<file path="config.mk">
export PLATFORM = sky130hd
export DESIGN_NAME = sbgeq_delay_mem
export DESIGN_NICKNAME = d
export VERILOG_FILES = /design/src/rtl/sbgeq_pkg.sv /design/src/rtl/sbgeq_delay_mem.sv
export SDC_FILE = /design/constraint.sdc
export NUM_CORES = 1
export LEC_CHECK = 0
export BUFFER_PORTS_ARGS = -buffer_cell sky130_fd_sc_hd__buf_2
export CAP_MARGIN = 20
export CORE_UTILIZATION = 50
export DETAILED_ROUTE_END_ITERATION = 10
export PLACE_DENSITY = 0.7
export SLEW_MARGIN = 5
export SYNTH_ARGS = -nofsm -noshare
export SYNTH_HDL_FRONTEND = slang
export SYNTH_SLANG_ARGS = --single-unit
</file>
<file path="constraint.sdc">
create_clock -name clk -period 2.2 [get_ports clk]
set_clock_uncertainty 0.2 [all_clocks]
set_input_delay 0 -clock clk [delete_from_list [all_inputs] [get_ports clk]]
set_output_delay 0 -clock clk [all_outputs]
set_load 0.01 [all_outputs]
</file>
<file path="src/rtl/sbgeq_pkg.sv">
`timescale 1ns / 1ps
// Shared constants, command codes and datapath control types for the stereo graphic equalizer.
package sbgeq_pkg;

    localparam int NUM_BANDS_DEF    = 7;
    localparam int NUM_CHANNELS_DEF = 2;
    localparam int SAMPLE_BITS_DEF  = 24;
    localparam int COEF_BITS_DEF    = 32;

    localparam int NUM_SLOTS       = 5;
    localparam int STATE_BITS      = 48;
    localparam int GUARD_BITS      = 16;
    localparam int COEF_SCALE_BITS = 20;
    localparam int BAND_SEL_BITS   = 3;
    localparam int COEF_IDX_BITS   = 3;

    localparam logic [COEF_IDX_BITS-1:0] SLOT_B0 = 3'd0;

    typedef enum logic [1:0] {
        CMD_PROCESS = 2'd0,
        CMD_WRITE   = 2'd1,
        CMD_CLEAR   = 2'd2,
        CMD_NOP     = 2'd3
    } cmd_t;

    typedef enum logic [2:0] {
        ALU_NONE = 3'd0,
        ALU_Y    = 3'd1,
        ALU_ACC1 = 3'd2,
        ALU_ACC2 = 3'd3,
        ALU_SUB1 = 3'd4
    } alu_op_t;

    typedef struct packed {
        logic    mul_y;
        alu_op_t op;
    } alu_ctrl_t;

endpackage

</file>
<file path="src/rtl/sbgeq_delay_mem.sv">
`timescale 1ns / 1ps
// Delay state store: z1/z2 pair per section, registered read, valid bits cleared by reset or clear.
module sbgeq_delay_mem #(
    parameter int DEPTH = 14,
    parameter int AW    = 4
) (
    input  logic                                  clk,
    input  logic                                  rst_n,
    input  logic                                  clr,
    input  logic                                  wr_en,
    input  logic [AW-1:0]                         wr_addr,
    input  logic signed [sbgeq_pkg::STATE_BITS-1:0] wr_z1,
    input  logic signed [sbgeq_pkg::STATE_BITS-1:0] wr_z2,
    input  logic                                  rd_en,
    input  logic [AW-1:0]                         rd_addr,
    output logic signed [sbgeq_pkg::STATE_BITS-1:0] rd_z1,
    output logic signed [sbgeq_pkg::STATE_BITS-1:0] rd_z2
);

    localparam int ZW = sbgeq_pkg::STATE_BITS;

    logic [2*ZW-1:0]  mem_reg [DEPTH];
    logic [DEPTH-1:0] valid_reg;
    logic [2*ZW-1:0]  data_reg;
    logic             hit_reg;

    always_ff @(posedge clk or negedge rst_n)
    begin
        if (!rst_n)
        begin
            valid_reg <= '0;
        end
        else if (clr)
        begin
            valid_reg <= '0;
        end
        else if (wr_en)
        begin
            valid_reg[wr_addr] <= 1'b1;
        end
    end

    always_ff @(posedge clk)
    begin
        if (wr_en)
        begin
            mem_reg[wr_addr] <= {wr_z1, wr_z2};
        end
        if (rd_en)
        begin
            data_reg <= mem_reg[rd_addr];
            hit_reg  <= valid_reg[rd_addr];
        end
    end

    assign rd_z1 = hit_reg ? data_reg[2*ZW-1:ZW] : '0;
    assign rd_z2 = hit_reg ? data_reg[ZW-1:0] : '0;

endmodule

</file>
Yosys cells after proc, flatten, opt, wreduce, memory -nomap -nowiden
Memory sizes are Yosys's and may differ from the RTL's. A register that Yosys moved wholly into a read port is not among the register bits. Cells that the tools add are included.

Latch bits: 0. Word-level logic and storage cells: 19. Bits in registers: 15. Output and inout bits: 96. ROM bits: 0. Memories kept: 1. Input bits: 109. Bits in writable memories: 1344.

Equal/unequal tests: 0. Order comparisons: 3. Bitwise logic cells: 1. $add $sub $neg: 0. Div/mod/pow operators: 0. Reduce and logical (&&, ||, !) cells: 2. Shift-type cells: 0. Mux-type cells: 10. $mul: 0.

Memory list: mem_reg (words 14, bits a word 96, read ports 1, clocked after Yosys merged registers in 1, wr ports 1, RTL line sbgeq_delay_mem.sv:22) `logic [2*ZW-1:0] mem_reg [DEPTH];`.

Operator list (count): 2-to-1 mux 48 bit (2); 2-to-1 mux 14 bit (2); bitwise OR 14 bit (1); less-than comparator 4 x 5 -> 1 bit (second input constant) (2); binary-select mux 1 bit (select 4 bit) (1); demux 1 bit (select 4 bit) (1); greater-or-equal comparator 4 x 1 -> 1 bit (second input constant) (1); 2-to-1 mux 1 bit (4); nonzero test 2 bit (1); logical AND 1 bit (1).

Longest topological paths before layout
Word-level depth: 7. Depth in mapped cells: 7.

Worst setup path before layout
OpenSTA, ideal clock, no wires.

Path kind: input-to-reg. From: input wr_addr[0]. To: memory mem_reg[0][0] (netlist name), enable pin. Arrival: 7.009 ns. Path buffers: 0. Slack: -5.677 ns. Stages: 2. Cell sequence: or3b_2 -> nor3_1.

RTL lines: from (decl) (RTL line sbgeq_delay_mem.sv:11) `input logic [AW-1:0] wr_addr,`; to (decl) (RTL line sbgeq_delay_mem.sv:22).

No word-level cell before the write port.

Worst setup path in the final report
From: register hit_reg. To: output rd_z2[30] (netlist name).

Longest elaborated chain between the ends: 1.

Ends and longest elaborated chain: from (decl) (RTL line sbgeq_delay_mem.sv:25) `logic hit_reg;`; from (signal assigned) (RTL line sbgeq_delay_mem.sv:52) `hit_reg <= valid_reg[rd_addr];`; 2-to-1 mux 48 bit (RTL line sbgeq_delay_mem.sv:57) `assign rd_z2 = hit_reg ? data_reg[ZW-1:0] : '0;`; to (decl) (RTL line sbgeq_delay_mem.sv:17) `output logic signed [sbgeq_pkg::STATE_BITS-1:0] rd_z2`.

No other way between the ends.

==> results.toml <==
[clock_network]
h-tree-depth = 4
cts_buffer_depth = 3
cts_buffers = 144
clkLatencyLatePin_ps = 760
cts_tree = "built"
numClockSinks = 1455
clk_pin_slew_ps = 60
cts-root-buf = "clkbuf_16"

[logic_synthesis]
syn_area_um2 = 54900
synth_top_cell_by_area = "edfxtp_1"
syn_inst = 2421
yosysSeqAreaShare_pct = 79.4
ys_top_cells_by_area = "edfxtp_1 79%, mux4_2 12%, mux2_2 2.0%, mux2i_1 1.8%, and2_1 1.1%"
syn_nets = 2530
yosysUniqueCellTypes = 28
ys_warn_count = 0
ys_ff_latch = 1455
avgSynthCellArea_um2 = 22.7
synth_top_area_share_pct = 78.8

[placement]
dp_hpwl_mm = 71.5
numPortBuffers = 204
pre_cts_slack_ps = 203
place_congestion = 0.753
place_area_um2 = 59300

[final_layout]
largest_register_ffs = 1344
multi_input_area_um2 = 10800
drive_gt1_share_pct = 30.7
fill_cells = 7379
nNetsFinal = 3120
utilization_pct = 60.9
seqCellArea_um2 = 43600
syn_to_final_growth_pct = 20.8
final_cell_area_um2 = 66300

[critical_path]
arrival_ps = 1960
cp_max_fo = 24
rrSetupSlack_ps = 110
crit_type = "flip-flop to output port"
crit_start = "hit_reg$_DFFE_PP_"
worstReg2RegStart = "mem_reg[4][6]$_DFFE_PP_"
start_kind = "flip-flop"
endpoint_kind = "output port"
cp.required_ps = 2000

[detailed_routing]
wire_per_inst_um = 28.6
wirelength_mm = 130
first_pass_iters = 5
ant_nets = 0
avgViaCountPerCell = 6.04
drt_first_iter_violations = 3134
via_count = 27500
drc = 0

[power]
leakage_nw = 21.9
peakVddDrop_v = 0.000543
power_density_nw_per_um2 = 886
p_total_mw = 58.8

[timing]
max_freq_ghz = 0.462
tightest_slew_ps = 662
slew_headroom_pct = 55.7
drv_slew = 0
setup_viol = 0
rsz0062_at_grt = "yes"
hold_viol = 2
min_period_over_period_pct = 98.4
period_minus_slack_ps = 2160
worst_slack_ps = 35.3
hold_ws_ps = -17.6

[run]
max_cap_violations = 0

[global_routing]
grt_use_total_pct = 23.8
grt_antenna_before_repair = 20
grt_pass1_vias = 28500
overflow = 0
grt_max_degree = 57
grt_pass1_wl_mm = 192

[outcome]
status = "finished with violations"
violations = "hold timing"

[floorplanning]
start_util_pct = 50.4
std_cell_rows = 121
die_y_um = 333
die_w_um = 333
io_pins = 205
core_area_um2 = 109000
die_area_um2 = 111000

[min_path]
hold_class = "input port to flip-flop"
hold_start = "rd_addr[0]"
[synthesized netlist by cell type (all sizes together)]
master,number
nor3b,1
nand3,1
a21oi,108
mux4,291
mux2,97
and2,96
dfrtp,14
clkbuf,50
o22a,1
nor2b,3
nand3b,2
or2,1
o21ai,1
o22ai,96
nand2b,3
nor2,25
nand2,1
buf,82
mux2i,97
and3,1
a31oi,2
and3b,2
nor3,4
or3b,1
edfxtp,1441
[per-layer routing]
layer | wire, µm | GRT usage, % | part of all wire (%) | up-vias
met5 | 121 | 0 | 0.093 | -
met4 | 2460 | 6.06 | 1.9 | 18
met3 | 11100 | 4.49 | 8.5 | 194
met2 | 64200 | 38.5 | 49 | 1364
met1 | 52300 | 33.6 | 40 | 14500
li1 | - | - | - | 11400
[kinds of logic (layout without fill, tap and decap cells)]
group           count (synthesis)  after routing  synth area share (%)
flops                        1455           1455                  79.4
simple gates                  141            141                  1.50
mux                           485            485                  15.7
buf+inv                       132            837                  1.25
compound gates                208            208                  2.13
other cells                     0              6                     0
[critical path, stage by stage, from the launching register on]
cell and delay [ps]:
edfxtp_1 370, buf_12 150, buf_12 210, and2_1 280, buf_2 170
[where the power goes]
part	switching (mW)	internal [mW]
clock	10.6	13.3
combinational	1.92	1.61
sequential	0.182	31.2
total	12.7	46.1
[cell type report]
class | count | area share [%]
diodes | 6 | 0.0226
clock buffers | 172 | 5.59
flip-flops and latches | 1455 | 65.8
well taps | 1414 | 2.67
clock inverters | 89 | 1.38
multi-input cells | 834 | 16.3
repair buffers | 576 | 8.31
[what timing repair did]
| action | CTS | global route |
|---|---|---|
| endpoints found under the setup margin | 53 | 15 |
| gates resized for setup | 11 | 3 |
| gates cloned | 1 | 0 |
| endpoints found under the hold margin | 2646 | 0 |
| setup buffers | 1 | 0 |
| hold buffers | 228 | 0 |
[cells in the final DEF, fill, tap and decap left out, types with 4 or more instances in the layout]
cell,instances
mux2_2,97
clkinvlp_4,5
mux2i_1,97
clkinv_16,7
buf_2,199
clkbuf_16,144
clkinv_2,20
buf_4,60
and2_1,88
clkinv_1,38
nor2_4,10
diode_2,6
a21oi_1,108
buf_12,85
o22ai_1,96
clkbuf_1,28
dfrtp_1,14
mux4_2,291
bufinv_16,9
clkinv_8,4
and2_2,6
edfxtp_1,1441
nor3_4,4
dlygate4sd3_1,226
nor2_1,15
[metrics by stage]
step                TNS (ps)  instances
CTS                        0       4541
finish                     0       4546
detailed placement         0       4050
global placement           0       4050
global route           -42.8       4544
floorplan            -684090       2421
[worst paths after layout]
check | to | cells after the start
hold / removal | data_reg[73]$_DFFE_PP_ | 5
hold reg to reg | valid_reg[9]$_DFFE_PN0P_ | 2
setup / recovery | rd_z2[30] | 4
min in group asynchronous | valid_reg[10]$_DFFE_PN0P_ | 3
max in group asynchronous | valid_reg[2]$_DFFE_PN0P_ | 3
setup reg to reg | data_reg[6]$_DFFE_PP_ | 4
Power figures use the tool's default switching activity.
