--- config.mk ---
export PLATFORM = sky130hd
export DESIGN_NAME = sbgeq_coef_mem
export DESIGN_NICKNAME = d
export VERILOG_FILES = /design/src/rtl/sbgeq_pkg.sv /design/src/rtl/sbgeq_coef_mem.sv
export SDC_FILE = /design/constraint.sdc
export NUM_CORES = 2
export LEC_CHECK = 0
export BUFFER_PORTS_ARGS = -buffer_cell sky130_fd_sc_hd__buf_2
export CORE_MARGIN = 2
export CORE_UTILIZATION = 49
export DETAILED_ROUTE_END_ITERATION = 8
export SLEW_MARGIN = 20
export SYNTH_ARGS = -nofsm -noshare
export SYNTH_HDL_FRONTEND = slang
export SYNTH_SLANG_ARGS = --single-unit
--- constraint.sdc ---
create_clock -name clk -period 3.9 [get_ports clk]
set_input_delay 0.78 -clock clk [delete_from_list [all_inputs] [get_ports clk]]
set_output_delay 0.78 -clock clk [all_outputs]
set_load 0.02 [all_outputs]
--- src/rtl/sbgeq_pkg.sv ---
`timescale 1ns / 1ps
// Shared constants, command codes and datapath control types for the stereo graphic equalizer.
package sbgeq_pkg;

    localparam int NUM_BANDS_DEF    = 7;
    localparam int NUM_CHANNELS_DEF = 2;
    localparam int SAMPLE_BITS_DEF  = 24;
    localparam int COEF_BITS_DEF    = 32;

    localparam int NUM_SLOTS       = 5;
    localparam int STATE_BITS      = 48;
    localparam int GUARD_BITS      = 16;
    localparam int COEF_SCALE_BITS = 20;
    localparam int BAND_SEL_BITS   = 3;
    localparam int COEF_IDX_BITS   = 3;

    localparam logic [COEF_IDX_BITS-1:0] SLOT_B0 = 3'd0;

    typedef enum logic [1:0] {
        CMD_PROCESS = 2'd0,
        CMD_WRITE   = 2'd1,
        CMD_CLEAR   = 2'd2,
        CMD_NOP     = 2'd3
    } cmd_t;

    typedef enum logic [2:0] {
        ALU_NONE = 3'd0,
        ALU_Y    = 3'd1,
        ALU_ACC1 = 3'd2,
        ALU_ACC2 = 3'd3,
        ALU_SUB1 = 3'd4
    } alu_op_t;

    typedef struct packed {
        logic    mul_y;
        alu_op_t op;
    } alu_ctrl_t;

endpackage

--- src/rtl/sbgeq_coef_mem.sv ---
`timescale 1ns / 1ps
// Coefficient store: single-port-write, registered-read memory with per-entry valid bits.
module sbgeq_coef_mem #(
    parameter int DEPTH     = 70,
    parameter int COEF_BITS = 32,
    parameter int AW        = 7
) (
    input  logic                                  clk,
    input  logic                                  rst_n,
    input  logic                                  wr_en,
    input  logic [AW-1:0]                         wr_addr,
    input  logic signed [COEF_BITS-1:0]           wr_data,
    input  logic                                  rd_en,
    input  logic [AW-1:0]                         rd_addr,
    input  logic [sbgeq_pkg::COEF_IDX_BITS-1:0]   rd_slot,
    output logic signed [COEF_BITS-1:0]           rd_data
);

    localparam logic [COEF_BITS-1:0] COEF_ONE = {3'b000, 1'b1, {(COEF_BITS-4){1'b0}}};

    logic [COEF_BITS-1:0] mem_reg [DEPTH];
    logic [DEPTH-1:0]     valid_reg;
    logic [COEF_BITS-1:0] data_reg;
    logic                 hit_reg;
    logic                 b0_reg;

    always_ff @(posedge clk or negedge rst_n)
    begin
        if (!rst_n)
        begin
            valid_reg <= '0;
        end
        else if (wr_en)
        begin
            valid_reg[wr_addr] <= 1'b1;
        end
    end

    always_ff @(posedge clk)
    begin
        if (wr_en)
        begin
            mem_reg[wr_addr] <= wr_data;
        end
        if (rd_en)
        begin
            data_reg <= mem_reg[rd_addr];
            hit_reg  <= valid_reg[rd_addr];
            b0_reg   <= (rd_slot == sbgeq_pkg::SLOT_B0);
        end
    end

    // unwritten entries read as unity passthrough
    assign rd_data = hit_reg ? data_reg : (b0_reg ? COEF_ONE : '0);

endmodule

# Yosys cells after proc, flatten, opt, wreduce, memory -nomap -nowiden
# Memory sizes are Yosys's and may differ from the RTL's. A register that Yosys moved wholly into a read port is not among the register bits.
# Cells that the tools add are included.
[word_totals]
out_inout_bits = 32
input_bits = 53
register_bits = 72
n_memories = 1
ram_bits = 2240
elab_cells = 18
[op_classes]
mux = 8
reduce_logical = 2
order_cmp = 3
bitwise_logic = 1
[memory_table]
columns = ["memory", "words", "word_bits", "rd", "rd_clocked_by_memory_dff", "write_ports", "line", "source"]
rows = [
  ["mem_reg", 70, 32, 1, 1, 1, "sbgeq_coef_mem.sv:21", "logic [COEF_BITS-1:0] mem_reg [DEPTH];"],
]
[ops]
columns = ["cell", "count"]
rows = [
  ["OR 70 bit", 1],
  ["two-way mux 32 bit", 1],
  ["two-way mux 29 bit", 1],
  ["< comparator 7 x 8 -> 1 bit (second input constant)", 2],
  ["binary-select mux 1 bit (select 7 bit)", 1],
  ["demux 1 bit (select 7 bit)", 1],
  [">= comparator 7 x 1 -> 1 bit (second input constant)", 1],
  ["two-way mux 1 bit", 4],
  ["logical NOT 3 bit", 1],
  ["logical AND 1 bit", 1],
]

# Depth between registers and ports, before layout
[depth]
depth_word = 5
depth_mapped = 11
mapped_depth_nobuf = 5

# Worst setup path before layout
# No wires, ideal clock.
[synth_timing]
kind = "input to register"
startpoint = "in wr_addr[2]"
endpoint = "mem mem_reg[60][0] (enable)"
setup_slack_ns = 0.377
path_stages = 5
arrival_time_ns = 3.101
n_path_buf = 1
required_ns = 3.478
setup_time_ns = 0.422
cell_sequence = "clkbuf_1 > or3b_2 > inv_1 > nand2_1 > nor2_1"
[synth_rtl]
columns = ["item", "line", "source"]
rows = [
  ["from (decl)", "sbgeq_coef_mem.sv:11", "input logic [AW-1:0] wr_addr,"],
  ["to (decl)", "sbgeq_coef_mem.sv:21", ""],
]
# Straight into the memory's write port.

==> results by group <==
Finish
  • Largest register FFs: 2240
  • Share of layout cells above drive strength 1: 33.8%
  • Area Growth Syn to Fin: 15.1%
  • Core Util, Final: 56.7%
  • Nets: 4552
  • FILL cells: 13600
  • Non-Filler Instances: 7084

Drt
  • Via/cell ratio: 6.28
  • Final wirelength: 245 mm
  • Wire length per cell: 34.5 µm
  • Drt drc: 0
  • DR iter-0 viols: 5787
  • DRT Pass-1 Iters: 5
  • DR vias: 44500
  • Remaining antenna violation count: 0

Clock tree
  • CTS tree: built
  • Worst-path clk slew: 0.06 ns
  • Worst-Skew Late Latency: 0.86 ns
  • CTS buffer count: 226
  • H-tree Lvls: 4
  • CTS Buffer Depth: 3
  • Post-CTS setup buffer count: 0
  • Cells resized by post-CTS repair: 0
  • Clk Tree Root Cell: clkbuf_16
  • Clock sink total: 2344

Yosys
  • Seq/Total Area, Yosys: 77.8%
  • Synth area leader: edfxtp_1
  • Post-synth ARST share: 2.99%
  • FF+latch count, synth: 2344
  • Average size of a mapped cell: 22.1 µm²
  • Ys Warns: 0
  • Share of the synthesized area in the top cell type: 75.9%
  • Post-synth EDFFs: 2274
  • Syn Nets: 4122
  • Synth Flop Type: edfxtp_1
  • Synth Cell Area: 90000 µm²
  • Most common cell in the netlist: edfxtp_1
  • Gate Count Post-Synth: 4069
  • Synth unique cells: 49
  • Leading post-synthesis cells by cell area: edfxtp_1 76%, mux4_2 13%, mux2_2 2.5%, dfrtp_1 1.9%, mux2i_1 1.1%
  • Top cells by count, synth: 2274 x edfxtp_1, 502 x mux4_2, 196 x mux2_2

Floorplan
  • Initial Util: 49.3%
  • Num rows: 157
  • Die Area: 187000 µm²
  • Core area: 183000 µm²
  • Die H: 433 µm
  • Boundary Pins: 85
  • Die X: 433 µm

Setup path
  • FF-to-FF Start: mem_reg[11][25]$_DFFE_PP_
  • Crit path DAT: 3.82 ns
  • CP Launch Type: input pin
  • Critical Path RT: 4.49 ns
  • CP max FO: 26
  • Crit Reg-Reg Endpoint: data_reg[25]$_DFFE_PP_
  • Depth of the most critical reg-to-reg path: 5
  • Crit. End Element: flip-flop
  • Crit path from: rd_addr[0]
  • Worst reg-to-reg setup slack: 1.10 ns
  • Kind of critical path: input pin to flip-flop
  • Crit path capture: data_reg[5]$_DFFE_PP_

Timing
  • Tmin final: 3.22 ns
  • Final Slew Violations: 0
  • Final setup viols: 0
  • Hold Fails Final Rpt: 0
  • Period utilization: 82.6%
  • Worst-Margin Slew: 1.11 ns
  • Clk_skew: 0.0310 ns
  • Max transition margin: 26.3%
  • Fmax: 310 MHz
  • RSZ-0062 raised after global routing: false

Pwr
  • Leak: 33.3 nW
  • PD cells: 506 nW/µm²
  • Max rail drop VDD: 438 µV

GRT
  • Gr usage total: 26.3%
  • Vias in the first global route: 44200
  • Largest net degree at the start of global routing: 71
  • Grt total ovfl: 0
  • First-pass GRT wire length: 342 mm
  • Initial antenna violation count: 36

Run status
  • Status: finished, final reports clean

Placed design
  • Gpl congestion: 0.902
  • Hpwl dp: 144 mm
  • Input/output buffers: 84
  • Placed cell count: 6654

Min path
  • Min-Delay Path Class: input pin to flip-flop

Job
  • Max cap viols: 0
-- layer usage --
layer | wire, µm | vias to the layer above | GRT usage, % | part of all wire, %
li1 | - | 18000 | - | -
met1 | 98400 | 24200 | 36.8 | 40
met2 | 121000 | 1870 | 43.3 | 50
met3 | 17900 | 365 | 4.07 | 7.3
met4 | 7230 | 12 | 7.78 | 3.0
met5 | 73 | - | 0 | 0.030
-- per-stage QoR --
stage               setup slack [ns]  power [mW]  TNS, ns  cell area [µm²]  hold WS [ns]
floorplan                      0.377        29.9        0            90000         0.434
global placement              -0.166        31.4   -0.248            96200         0.445
detailed placement            -0.170        31.4   -0.232            96300         0.449
CTS                            0.761        52.7        0           104000        0.0889
global route                   0.665        53.8        0           104000         0.162
finish                         0.678        52.4        0           104000         0.188
-- layout make-up --
class                      instances  area [µm²]  area share, %
sequential                      2344       70000           67.6
clock buffer                     292        6000           5.79
tap                             2385        2980           2.88
clock inverter                   129        1260           1.21
inverter                           4        17.5         0.0169
multi-input combinational       1498       19300           18.6
antenna                            7        17.5         0.0169
timing repair buffer             425        3990           3.86
-- worst max-delay path: stages --
cell and delay, ns:
buf_8 0.33, buf_12 0.24, buf_12 0.21, mux4_2 0.52, mux4_2 0.55, a22oi_1 0.80
buf_4 0.25, nand3_1 0.08
-- cells in the final DEF (no fill, tap or decap), drive strengths merged, types with 6 or more instances in the layout --
cell type,synthesis,layout
clkinv,0,95
diode,0,7
mux2,196,196
o211ai,26,26
inv,4,7
o22ai,102,102
nor2,96,96
nand2b,14,14
clkbuf,90,292
buf,133,424
o21ai,21,21
a211oi,20,20
a221o,21,21
edfxtp,2274,2274
a221oi,6,6
or2,77,77
a2111oi,8,8
o221ai,6,6
nor3,49,49
nand3,32,32
a21oi,12,12
mux4,502,502
bufinv,0,22
dfrtp,70,70
a22o,26,26
a22oi,22,22
mux2i,96,96
nand2,51,51
nor2b,28,28
o31ai,21,21
and2,33,33
clkinvlp,0,9
-- report_power, final --
part	leakage (nW)	switching (mW)	internal, mW
clock	3.52	9.26	12.3
combinational	8.41	1.77	1.13
sequential	21.4	0.109	27.8
total	33.3	11.1	41.2
-- worst min path at each step --
stage,from,end,slack [ns],cells past startpoint
6_report,rd_slot[2],b0_reg$_DFFE_PP_,0.19,2
5_1_grt,rd_slot[2],b0_reg$_DFFE_PP_,0.16,2
4_1_cts,rst_n,valid_reg[14]$_DFFE_PN0P_,0.09,1
3_5_place_dp,valid_reg[38]$_DFFE_PN0P_,valid_reg[38]$_DFFE_PN0P_,0.45,1
3_3_place_gp,valid_reg[38]$_DFFE_PN0P_,valid_reg[38]$_DFFE_PN0P_,0.45,1
2_1_floorplan,valid_reg[10]$_DFFE_PN0P_,valid_reg[10]$_DFFE_PN0P_,0.43,1
-- cell families after synthesis --
logic type             Yosys count  synth area share, %
flip-flops                    2344                 77.8
multiplexers                   794                 16.1
AND/OR/NAND/NOR                399                 2.27
AO/OA/AOI/OAI                  305                 2.45
buffers and inverters          227                 1.35
-- timing repair --
item	in CTS	in global routing
hold buffers	0	1
endpoints found under the hold margin	0	4
endpoints found under the setup margin	0	0
Note: power is estimated with default switching activity, not from simulation.
