==> src/rtl/sbgeq_pkg.sv <==
`timescale 1ns / 1ps
// Shared constants, command codes and datapath control types for the stereo graphic equalizer.
package sbgeq_pkg;

    localparam int NUM_BANDS_DEF    = 7;
    localparam int NUM_CHANNELS_DEF = 2;
    localparam int SAMPLE_BITS_DEF  = 24;
    localparam int COEF_BITS_DEF    = 32;

    localparam int NUM_SLOTS       = 5;
    localparam int STATE_BITS      = 48;
    localparam int GUARD_BITS      = 16;
    localparam int COEF_SCALE_BITS = 20;
    localparam int BAND_SEL_BITS   = 3;
    localparam int COEF_IDX_BITS   = 3;

    localparam logic [COEF_IDX_BITS-1:0] SLOT_B0 = 3'd0;

    typedef enum logic [1:0] {
        CMD_PROCESS = 2'd0,
        CMD_WRITE   = 2'd1,
        CMD_CLEAR   = 2'd2,
        CMD_NOP     = 2'd3
    } cmd_t;

    typedef enum logic [2:0] {
        ALU_NONE = 3'd0,
        ALU_Y    = 3'd1,
        ALU_ACC1 = 3'd2,
        ALU_ACC2 = 3'd3,
        ALU_SUB1 = 3'd4
    } alu_op_t;

    typedef struct packed {
        logic    mul_y;
        alu_op_t op;
    } alu_ctrl_t;

endpackage

==> src/rtl/sbgeq_alu.sv <==
`timescale 1ns / 1ps
// Biquad section datapath: shared registered multiplier, accumulators and saturation.
module sbgeq_alu #(
    parameter int SAMPLE_BITS = 24,
    parameter int COEF_BITS   = 32
) (
    input  logic                                    clk,
    input  sbgeq_pkg::alu_ctrl_t                    ctrl,
    input  logic signed [SAMPLE_BITS-1:0]           x,
    input  logic signed [COEF_BITS-1:0]             coef,
    input  logic signed [sbgeq_pkg::STATE_BITS-1:0] z1,
    input  logic signed [sbgeq_pkg::STATE_BITS-1:0] z2,
    output logic signed [SAMPLE_BITS-1:0]           y,
    output logic signed [sbgeq_pkg::STATE_BITS-1:0] z1_new,
    output logic signed [sbgeq_pkg::STATE_BITS-1:0] z2_new
);

    localparam int ZW   = sbgeq_pkg::STATE_BITS;
    localparam int GB   = sbgeq_pkg::GUARD_BITS;
    localparam int CS   = sbgeq_pkg::COEF_SCALE_BITS;
    localparam int PW   = SAMPLE_BITS + COEF_BITS;
    localparam int SW   = SAMPLE_BITS + CS;
    localparam int MAXW = (SW > ZW) ? SW : ZW;
    localparam int ACCW = MAXW + 2;
    localparam int YW   = ACCW - GB;

    logic signed [SAMPLE_BITS-1:0] mul_a;
    logic signed [PW-1:0]          prod;
    logic signed [PW+CS-1:0]       prod_ext;
    logic signed [PW+CS-1:0]       prod_scl;
    logic signed [SW-1:0]          p_next, p_reg;
    logic signed [ACCW-1:0]        p_ext, z1_ext, z2_ext, sum_y, y_full;
    logic signed [YW-1:0]          y_sh;
    logic signed [SAMPLE_BITS-1:0] y_next, y_reg;
    logic signed [ACCW-1:0]        acc1_next, acc1_reg, acc2_next, acc2_reg;

    function automatic logic signed [ZW-1:0] sat_state(input logic signed [ACCW-1:0] v);
        logic [ACCW-ZW:0] hi_bits;
        hi_bits = v[ACCW-1:ZW-1];
        if (hi_bits == '0 || hi_bits == '1)
            return v[ZW-1:0];
        else if (v[ACCW-1])
            return {1'b1, {(ZW-1){1'b0}}};
        else
            return {1'b0, {(ZW-1){1'b1}}};
    endfunction

    function automatic logic signed [SAMPLE_BITS-1:0] sat_sample(input logic signed [YW-1:0] v);
        logic [YW-SAMPLE_BITS:0] hi_bits;
        hi_bits = v[YW-1:SAMPLE_BITS-1];
        if (hi_bits == '0 || hi_bits == '1)
            return v[SAMPLE_BITS-1:0];
        else if (v[YW-1])
            return {1'b1, {(SAMPLE_BITS-1){1'b0}}};
        else
            return {1'b0, {(SAMPLE_BITS-1){1'b1}}};
    endfunction

    // product scaled by 2^20 / 2^COEF_BITS with floor
    always_comb
    begin
        mul_a    = ctrl.mul_y ? y_reg : x;
        prod     = mul_a * coef;
        prod_ext = signed'({prod, {CS{1'b0}}});
        prod_scl = prod_ext >>> COEF_BITS;
        p_next   = prod_scl[SW-1:0];
    end

    always_comb
    begin
        p_ext  = ACCW'(p_reg);
        z1_ext = ACCW'(z1);
        z2_ext = ACCW'(z2);
        sum_y  = p_ext + z1_ext;
        y_full = sum_y >>> GB;
        y_sh   = y_full[YW-1:0];

        y_next    = y_reg;
        acc1_next = acc1_reg;
        acc2_next = acc2_reg;
        unique case (ctrl.op)
            sbgeq_pkg::ALU_Y:    y_next    = sat_sample(y_sh);
            sbgeq_pkg::ALU_ACC1: acc1_next = p_ext + z2_ext;
            sbgeq_pkg::ALU_ACC2: acc2_next = p_ext;
            sbgeq_pkg::ALU_SUB1: acc1_next = acc1_reg - p_ext;
            default:             y_next    = y_reg;
        endcase
    end

    always_ff @(posedge clk)
    begin
        p_reg    <= p_next;
        y_reg    <= y_next;
        acc1_reg <= acc1_next;
        acc2_reg <= acc2_next;
    end

    assign y      = y_reg;
    assign z1_new = sat_state(acc1_reg);
    assign z2_new = sat_state(acc2_reg - p_ext);

endmodule

==> config.mk <==
export PLATFORM = sky130hd
export DESIGN_NAME = sbgeq_alu
export DESIGN_NICKNAME = d
export VERILOG_FILES = /design/src/rtl/sbgeq_pkg.sv /design/src/rtl/sbgeq_alu.sv
export SDC_FILE = /design/constraint.sdc
export NUM_CORES = 2
export LEC_CHECK = 0
export BUFFER_PORTS_ARGS = -buffer_cell sky130_fd_sc_hd__buf_2
export CORE_MARGIN = 2
export CORE_UTILIZATION = 40
export DETAILED_ROUTE_END_ITERATION = 8
export SYNTH_ARGS = -nofsm -noshare
export SYNTH_HDL_FRONTEND = slang
export SYNTH_SLANG_ARGS = --single-unit
==> constraint.sdc <==
create_clock -name clk -period 24.7 [get_ports clk]
set_input_delay 1.235 -clock clk [delete_from_list [all_inputs] [get_ports clk]]
set_output_delay 1.235 -clock clk [all_outputs]
set_load 0.005 [all_outputs]
== Word-level counts from Yosys, hierarchy flattened ==
Cells that the tools add are included.

* Flip-flop bits (word level): 162
* Bits of input ports: 157
* Output and inout bits: 120

* Add/subtract/negate cells: 4
* Multiply operators: 1
* Equality and inequality tests: 7
* Muxes and demuxes: 8
* Reductions and logical operators: 7

{| class="wikitable"
|+ Operators by type and width
! kind !! count
|-
| $mux W48 || 4
|-
| $pmux W50 S2 || 1
|-
| $add A44 B48 Y49 || 2
|-
| $mux W24 || 3
|-
| $mul A24 B32 Y56 || 1
|-
| $sub A50 B44 Y50 || 1
|-
| $sub A44 B44 Y45 || 1
|-
| $eq A11 B11 Y1 const B || 1
|-
| $logic_not A11 Y1 || 1
|-
| $eq A3 B3 Y1 const B || 3
|-
| $eq A3 B2 Y1 const B || 2
|-
| $logic_not A3 Y1 || 2
|-
| $eq A3 B1 Y1 const B || 1
|-
| $logic_or A1 B1 Y1 || 3
|-
| $reduce_bool A2 Y1 || 1
|}

== Depth between registers and ports, before layout ==
* Depth after elaboration: 4
* Mapped depth: 31
* Depth with buffers taken out: 28

== Least setup slack after synthesis ==
Ideal clock, no wire load.

* Path type: input port to flip-flop
* Start point: in ctrl[3] in the netlist's numbering
* End point: reg p_reg[38]
* Library setup time: 72 ps
* Data arrival time: 8640 ps
* Required time: 24628 ps
* Path slack: 15988 ps
* Cell stages on the path: 30
* Buffers on the path: 3
* Path through: buf_2 -> buf_1 -> mux2_2 -> clkbuf_1 -> and2_1 -> fa_1 -> inv_1 -> fa_1 -> inv_1 -> fa_1 -> inv_1 -> fa_1 -> inv_1 -> fa_1 -> fa_1 -> inv_1 -> fa_1 -> inv_1 -> ha_1 -> a21o_1 -> a21o_1 -> a21oi_1 -> o31a_1 -> a31oi_1 -> o31ai_1 -> o31ai_2 -> a21oi_1 -> o21ai_1 -> a311oi_1 -> xnor2_1

* Word-level cells in the longest chain between the ends: 2

{| class="wikitable"
|+ RTL lines
! element !! line !! RTL
|-
| start, declared || sbgeq_alu.sv:8 || <nowiki>input sbgeq_pkg::alu_ctrl_t ctrl,</nowiki>
|-
| $mux W24 || sbgeq_alu.sv:62 || <nowiki>mul_a = ctrl.mul_y ? y_reg : x;</nowiki>
|-
| $mul A24 B32 Y56 || sbgeq_alu.sv:63 || <nowiki>prod = mul_a * coef;</nowiki>
|-
| net prod[50] || sbgeq_alu.sv:28 || <nowiki>logic signed [PW-1:0] prod;</nowiki>
|-
| end signal, assigned || sbgeq_alu.sv:92 || <nowiki>p_reg <= p_next;</nowiki>
|-
| end, declared || sbgeq_alu.sv:31 || <nowiki>logic signed [SW-1:0] p_next, p_reg;</nowiki>
|}

The timed path passes the listed nets, and every way through them passes these cells.
A chain may end at the register's enable or synchronous reset.

== Worst setup path after layout ==
Ends and elaborated chain as after synthesis.

==> key figures <==
Run status
  • Status: finished clean

Worst setup path
  • Critical path class: input pin to register
  • Worst Path Buf+Inv: 4
  • Req. time, crit path: 25.10 ns
  • CP max-delay cell: mux2_2
  • CP max stage delay: 0.88 ns
  • Setup crit end kind: register
  • CP arrival: 10.02 ns
  • Top cell family by delay on the critical path: adder cells
  • Crit path max fanout: 32
  • Most frequent CP cell: fa_1
  • CP Launch Type: input pin

Global route
  • First-pass GRT wire length: 188.6 mm
  • Total grt overflow: 0
  • Largest net degree at the start of global routing: 57
  • Vias in the first global route: 33,190
  • Tot GR Track Use: 22.43%
  • Initial antenna violation count: 11

Synth
  • YS warnings: 0
  • Yosys top cell area share: 37.46%
  • Leading register cell type out of synthesis: edfxtp_1
  • Post-synth ARST share: 0%
  • #FFs+latches synth: 162
  • Synth unique cells: 79
  • Synth top area cells: fa_1, ha_1, edfxtp_1, inv_1, nand2_1
  • Synth Instances: 4,697
  • Cell taking the most area after synthesis: fa_1
  • Sequential area share after synthesis: 10.54%
  • Syn Nets: 5,973
  • Post-Syn Area: 41,960 µm²
  • Post-synth EDFFs: 118
  • Synth Area per Inst: 8.933 µm²

Clock tree
  • Post-CTS resize count: 0
  • CTS Root Cell: clkbuf_16
  • Longest Clk Path Bufs: 2
  • Worst skew pair latency: 0.47 ns
  • Post-CTS setup buffers: 0
  • Clock Sinks: 162
  • Cts bufs inserted: 17
  • Clk slew on worst S/H paths: 0.08 ns
  • Hold buffers post-CTS: 0
  • CTS tree: yes
  • H-tree depth: 4

Route
  • Routed Antenna Nets: 0
  • Drc violations: 0
  • Wirelength per Cell: 19.15 µm
  • Aggregate routed wire length: 119.2 mm
  • Via count: 32,420
  • First-pass DRT Iterations: 5
  • Drt initial violations: 2,120
  • Via density per instance: 5.207

Cells and area
  • Number of flip-flops in the largest register: 50
  • Layout Cell Area excl Fill: 45,230 µm²
  • Fin nets: 6,103
  • Share of layout cells above drive strength 1: 8.574%
  • Area grow syn2layout: 7.810%

Timing
  • Worst-Margin Slew: 1.064 ns
  • Slew Limit Fails: 0
  • Worst slew margin: 29.05%
  • Fin. Hold Viols: 0
  • Final min period: 9.621 ns
  • Max Clock Freq: 103.9 MHz
  • RSZ-0062 raised after global routing: no
  • Max Clock Skew: 0.01092 ns
  • Tcrit/Tclk final: 38.95%
  • Total Neg Setup Slack: 0 ns
  • Final setup viols: 0

Floorplan
  • Die Area: 107,500 µm²
  • Number of core rows: 118
  • DIE WIDTH: 327.9 µm
  • I/O pin count: 277
  • Core Footprint: 103,800 µm²
  • Starting Density: 40.42%
  • Die Height: 327.9 µm

Placed design
  • Placed Area: 44,620 µm²
  • Final GP Congestion: 0.9335
  • Input/output buffers: 276
  • Post-DP HPWL: 99.89 mm

Flow run
  • MaxCap Viol Count: 0

Min path
  • Worst hold path type: register to register
-- logic make-up after synthesis --
| kind of cell | after synthesis | synth area share, % |
|---|---|---|
| buffers and inverters | 1075 | 9.695 |
| adder cells (fa/ha/maj) | 1119 | 47.42 |
| AO/OA/AOI/OAI | 742 | 11.47 |
| multiplexers | 33 | 0.8678 |
| XOR/XNOR | 192 | 4.008 |
| AND/OR/NAND/NOR | 1374 | 16.00 |
| flip-flops | 162 | 10.54 |
-- final timing paths --
path / startpoint / endpoint / slack, ns / cells after the start
setup reg to reg: y[12] / p_reg[38] / 16.27 / 27
hold reg to reg: p_reg[9] / acc2_reg[9] / 0.52 / 0
hold / removal: p_reg[9] / acc2_reg[9] / 0.52 / 0
setup / recovery: ctrl[3] / p_reg[38] / 15.08 / 25
-- synthesized netlist by cell type (all sizes together) (43+ instances only) --
master  number
a21o       112
a21oi      210
and2       207
clkbuf     172
dfxtp       44
edfxtp     118
fa         785
ha         334
inv        888
nand2      481
nand2b      51
nand3       51
nor2       250
nor2b      206
o21a        43
o21ai      170
xnor2      124
xor2        68
-- per-stage QoR --
stage,hold WS (ns),worst slack (ns),utilization (%),std cells
after CTS,0.5269,15.11,43.57,6220
after global placement,0.4999,14.73,42.99,6188
after floorplan,0.4601,15.99,-,4697
after global routing,0.5407,14.64,43.58,6223
after detailed placement,0.5061,14.59,42.99,6188
final,0.5183,15.08,43.58,6225
-- layer usage --
layer / routed length (µm) / vias up / part of all wire (%) / GRT usage [%]
met1: 53800 / 16360 / 45 / 31.36
met2: 55830 / 860 / 47 / 37.01
met4: 3009 / 12 / 2.5 / 5.933
met5: 69 / - / 0.058 / 0
met3: 6527 / 142 / 5.5 / 2.482
li1: - / 15040 / - / -
-- cells in the final DEF, fill, tap and decap left out, types with 44 or more instances in the layout --
| master | count |
|---|---|
| a21o_1 | 112 |
| a21oi_1 | 209 |
| and2_1 | 206 |
| buf_2 | 276 |
| dfxtp_1 | 44 |
| edfxtp_1 | 118 |
| fa_1 | 785 |
| ha_1 | 334 |
| inv_1 | 888 |
| nand2_1 | 480 |
| nand2b_1 | 51 |
| nand3_1 | 51 |
| nor2_1 | 248 |
| nor2b_1 | 206 |
| o21ai_0 | 147 |
| xnor2_1 | 124 |
| xor2_1 | 68 |
-- area by class of cell --
cell class,count,area [µm²]
Fill cell,10270,58560
Inverter,888,3333
Sequential cell,162,4424
Multi-Input combinational cell,3460,33590
Clock inverter,15,178.9
Clock buffer,17,425.4
Antenna cell,5,12.51
Timing Repair Buffer,298,1546
Tap cell,1380,1727
Power is left out: the tool's default activity adds up to more than one toggle a clock period on the data nets, which glitch-free logic cannot reach.
